`config.mk`:
```
export PLATFORM = sky130hd
export DESIGN_NAME = ghfna_ram
export DESIGN_NICKNAME = d
export VERILOG_FILES = /design/src/ghfna_ram.sv
export SDC_FILE = /design/constraint.sdc
export NUM_CORES = 2
export LEC_CHECK = 0
export BUFFER_PORTS_ARGS = -buffer_cell sky130_fd_sc_hd__clkbuf_2
export CORE_ASPECT_RATIO = 1.25
export CORE_UTILIZATION = 30
export DETAILED_ROUTE_END_ITERATION = 8
export GPL_TIMING_DRIVEN = 1
export SLEW_MARGIN = 10
export SYNTH_ARGS = -nofsm -noshare
export SYNTH_HDL_FRONTEND = slang
export SYNTH_SLANG_ARGS = --single-unit
```
`constraint.sdc`:
```
create_clock -name clk -period 6 [get_ports clk]
set_input_delay 0.6 -clock clk [delete_from_list [all_inputs] [get_ports clk]]
set_output_delay 0.6 -clock clk [all_outputs]
set_load 0.05 [all_outputs]
```
`src/ghfna_ram.sv`:
```
module ghfna_ram #(
  parameter int WIDTH = 64,
  parameter int DEPTH = 32
) (
  input  logic                                   clk,
  input  logic                                   we,
  input  logic [((DEPTH > 1) ? $clog2(DEPTH) : 1)-1:0] waddr,
  input  logic [WIDTH-1:0]                       wdata,
  input  logic [((DEPTH > 1) ? $clog2(DEPTH) : 1)-1:0] raddr,
  output logic [WIDTH-1:0]                       rdata
);

  logic [WIDTH-1:0] mem [DEPTH];

  always_ff @(posedge clk) begin
    if (we) begin
      mem[waddr] <= wdata;
    end
    rdata <= mem[raddr];
  end

endmodule

```
---- Yosys cells after proc, flatten, opt, wreduce, memory -nomap -nowiden ----
Memory sizes are Yosys's and may differ from the RTL's. A register that Yosys moved wholly into a read port is not among the register bits.
Cells that the tools add are included.
storage, ports and cells
  register bits after elaboration ......... 0
  RAM bits ................................ 2048
  input bits .............................. 76
  logic and storage cells ................. 3
  memories kept ........................... 1
operators by class
  multiplexer cells ....................... 2
memory list
  memory  depth  width  rd ports  clocked after memory_dff  wr ports  line  RTL
  mem     32     64     1         1                         1         13    logic [WIDTH-1:0] mem [DEPTH];
operators by type and width
  kind    count
  $mux 1  2

---- Longest topological paths before layout ----
  depth in word-level cells ............... 2
  depth in mapped cells ................... 9
  mapped depth without buffers ............ 4

---- Least setup slack after synthesis ----
Ideal clock, no wire load.
  path type ............................... input-to-reg
  start point ............................. input waddr[1] in the netlist's numbering
  end point ............................... memory mem[12][0] (enable)
  setup time .............................. 486 ps
  arrival time ............................ 3936 ps
  data required time ...................... 5514 ps
  slack ................................... 1578 ps
  cell stages on the path ................. 3
  path buffers ............................ 1
  cell sequence ........................... or3b_2 -> clkbuf_1 -> nor2_1
RTL lines
  what                line  RTL
  start: declaration  7     input logic [((DEPTH > 1) ? $clog2(DEPTH) : 1)-1:0] waddr,
  end: declaration    13
Straight into the memory's write port.

---- Worst setup path after layout ----
  start point ............................. input waddr[1] in the netlist's numbering
  end point ............................... memory mem[17][46] (enable)
Straight into the memory's write port.

==> metrics.txt <==
core box area 262000 sq um; CP bufs+invs 2; Critical Path AT 3080 ps; setup_tns 0 ps; Ys Warns 0; crit path kind in2reg; number of vias per cell 4.96; worst reg2reg path startpoint mem[30][55]; Crit-path slowest cell nor2_4; cell family with most CP delay simple AND/OR/NAND/NOR gates; reg-to-reg slack, setup 4150 ps; 1st-pass router iterations 5; vias in the first global route 36421; final core utilization 34.7%; remaining global-route overflow 0; Period minus WS final 2640 ps; hold crit path type in2reg; WHS 308 ps; Routed WL 196000 um; register bit total from synthesis 2112; syn nets 3173; DR WL/cell 27.8 um; # resized after CTS 0; max-slew violations 0; first-pass GRT wire length 276000 um; PD cells 335 nW/um^2; 1st-iter DRT viols 3938; clock root buffer clkbuf_16; Reg2Reg Depth 3; # Max-Cap Violations 0; via count 34967; hold path endpoint rdata[12]; Comb pwr share 5.2%; CP Launch Point waddr[1]; Hold Crit Depth 2; share of cells above drive strength 1 34.2%; Clock Path Buffers 3; Final nets 3443; post-CTS setup buffers 0; crit share post-route 44.0%; Leakage 27.8 nW; CTS clk-pin slew, worst paths 60 ps; row count 210; skew final 17.5 ps; Setup crit start kind primary input; WP data required 6440 ps; final setup vio count 0; Die Y 576 um; DRC 0; DP Wirelength 96800 um; Rel. slew slack 25.0%; measured slew at the worst slew-check pin 1120 ps; Flop pwr share 54.2%; f_max 378 MHz; antenna violations before repair 35; CP max FO 30; sequential fraction of the synthesis area 79.5%; cell breakdown of the critical path clkbuf_2 -> nand3b_1 -> nor2_4 -> buf_4; H-tree levels 4; average cell area after synthesis 25.5 sq um; outcome finished clean; worst skew pair latency 820 ps; CTS Sinks 2112; Placer Congestion 0.714; r2r endpoint rdata[55]; CP peak stage delay 920 ps; TritonCTS clock tree built; RSZ-0062 raised after global routing false; Initial Util 30.2%; Netlist cell types 31; Hold Violations, Final 0; Mapped Area 79000 sq um; Synth Instances 3097; Total GRT Usage 14.7%; Max IR drop VDD 0.302 mV; Clk network pwr share 40.5%; start point of the worst hold path raddr[1]; Sw Ratio 21.2%; most frequent cells in the layout edfxtp_1 (2048), mux4_2 (602), clkbuf_16 (210); Layout area overhead 15.2%; port buffer count 139; switching power 6.44 mW; number of buffers created by CTS 203; Worst setup EP type flop; design area 90900 sq um; Hold Buf Count CTS 0; die area 265000 sq um; Final ANT Viol Nets 0; IO Pins 140; commonest non-fill, non-tap cell in the layout edfxtp_1; placed cell area 84500 sq um; Internal Power 24.0 mW; largest net degree at the start of global routing 102; Die W 461 um
## area by class of cell
cell class	count	area (sq um)
well taps	3498	4380
clock buffers	282	5650
flip-flops and latches	2112	62800
diodes	3	7.51
repair buffers	221	1690
fillers	24071	171000
clock inverters	98	741
multi-input cells	828	15700
inverters	1	3.75
## registers in the layout (all words and copies together), names as in the netlist
| signal | cells |
|---|---|
| mem | 2048 |
| rdata | 64 |
## cell families after synthesis
| group | after synthesis | share of synthesized area, % |
|---|---|---|
| mux | 714 | 18.7 |
| flops | 2112 | 79.5 |
| compound gates | 50 | 0.466 |
| buf+inv | 157 | 0.944 |
| simple gates | 64 | 0.379 |
## layer usage
metal / wire length [um] / vias to the layer above / track usage, %
met4: 4320 / 18 / 3.68
met3: 12400 / 294 / 2.52
met1: 78800 / 19337 / 19.3
met2: 100000 / 1264 / 25.1
li1: - / 14054 / -
met5: 110 / - / 0
## per-stage QoR
stage | setup WS, ps | instances | power [mW]
floorplan | 1580 | 3097 | 17.8
global placement | 2500 | 6660 | 18.4
detailed placement | 2460 | 6660 | 18.5
CTS | 3340 | 7040 | 30.7
global route | 3230 | 7042 | 31.3
finish | 3360 | 7043 | 30.4
## power by group through the flow
| stage | logic, mW | clock network [mW] | registers, mW |
|---|---|---|---|
| floorplan | 0.823 | 0 | 17.0 |
| global placement | 1.60 | 0 | 16.8 |
| detailed placement | 1.63 | 0 | 16.8 |
| CTS | 1.63 | 12.6 | 16.5 |
| global route | 1.70 | 13.1 | 16.5 |
| finish | 1.59 | 12.3 | 16.5 |
## how the worst max path moves through the flow
stage             endpoint  slack, ps  cells after the start
2_1_floorplan   mem[12][0]       1580                      3
4_1_cts        mem[17][43]       3340                      4
6_report       mem[17][46]       3360                      4
5_1_grt          rdata[19]       3230                      6
3_5_place_dp   mem[17][55]       2460                      4
3_3_place_gp     rdata[19]       2500                      6
## synthesized netlist by cell type (all sizes together)
library cell | n | area, sq um
nand3b | 5 | 37.5
edfxtp | 2048 | 61500
a221oi | 12 | 105
buf | 101 | 536
a22o | 1 | 8.76
o22ai | 10 | 62.6
mux2 | 74 | 833
o31a | 3 | 26.3
mux4 | 602 | 13600
o2bb2ai | 3 | 26.3
inv | 1 | 3.75
or3 | 1 | 6.26
a211oi | 3 | 22.5
or3b | 2 | 17.5
nor2b | 4 | 25.0
clkbuf | 55 | 206
o211ai | 3 | 22.5
nand2b | 2 | 12.5
nand2 | 3 | 11.3
o221ai | 3 | 26.3
and2 | 4 | 25.0
o21ai | 9 | 45.0
dfxtp | 64 | 1280
nor2 | 41 | 154
nand3 | 2 | 10.0
mux2i | 38 | 380
a22oi | 3 | 22.5
No activity file was read; power rests on OpenSTA's default activity.
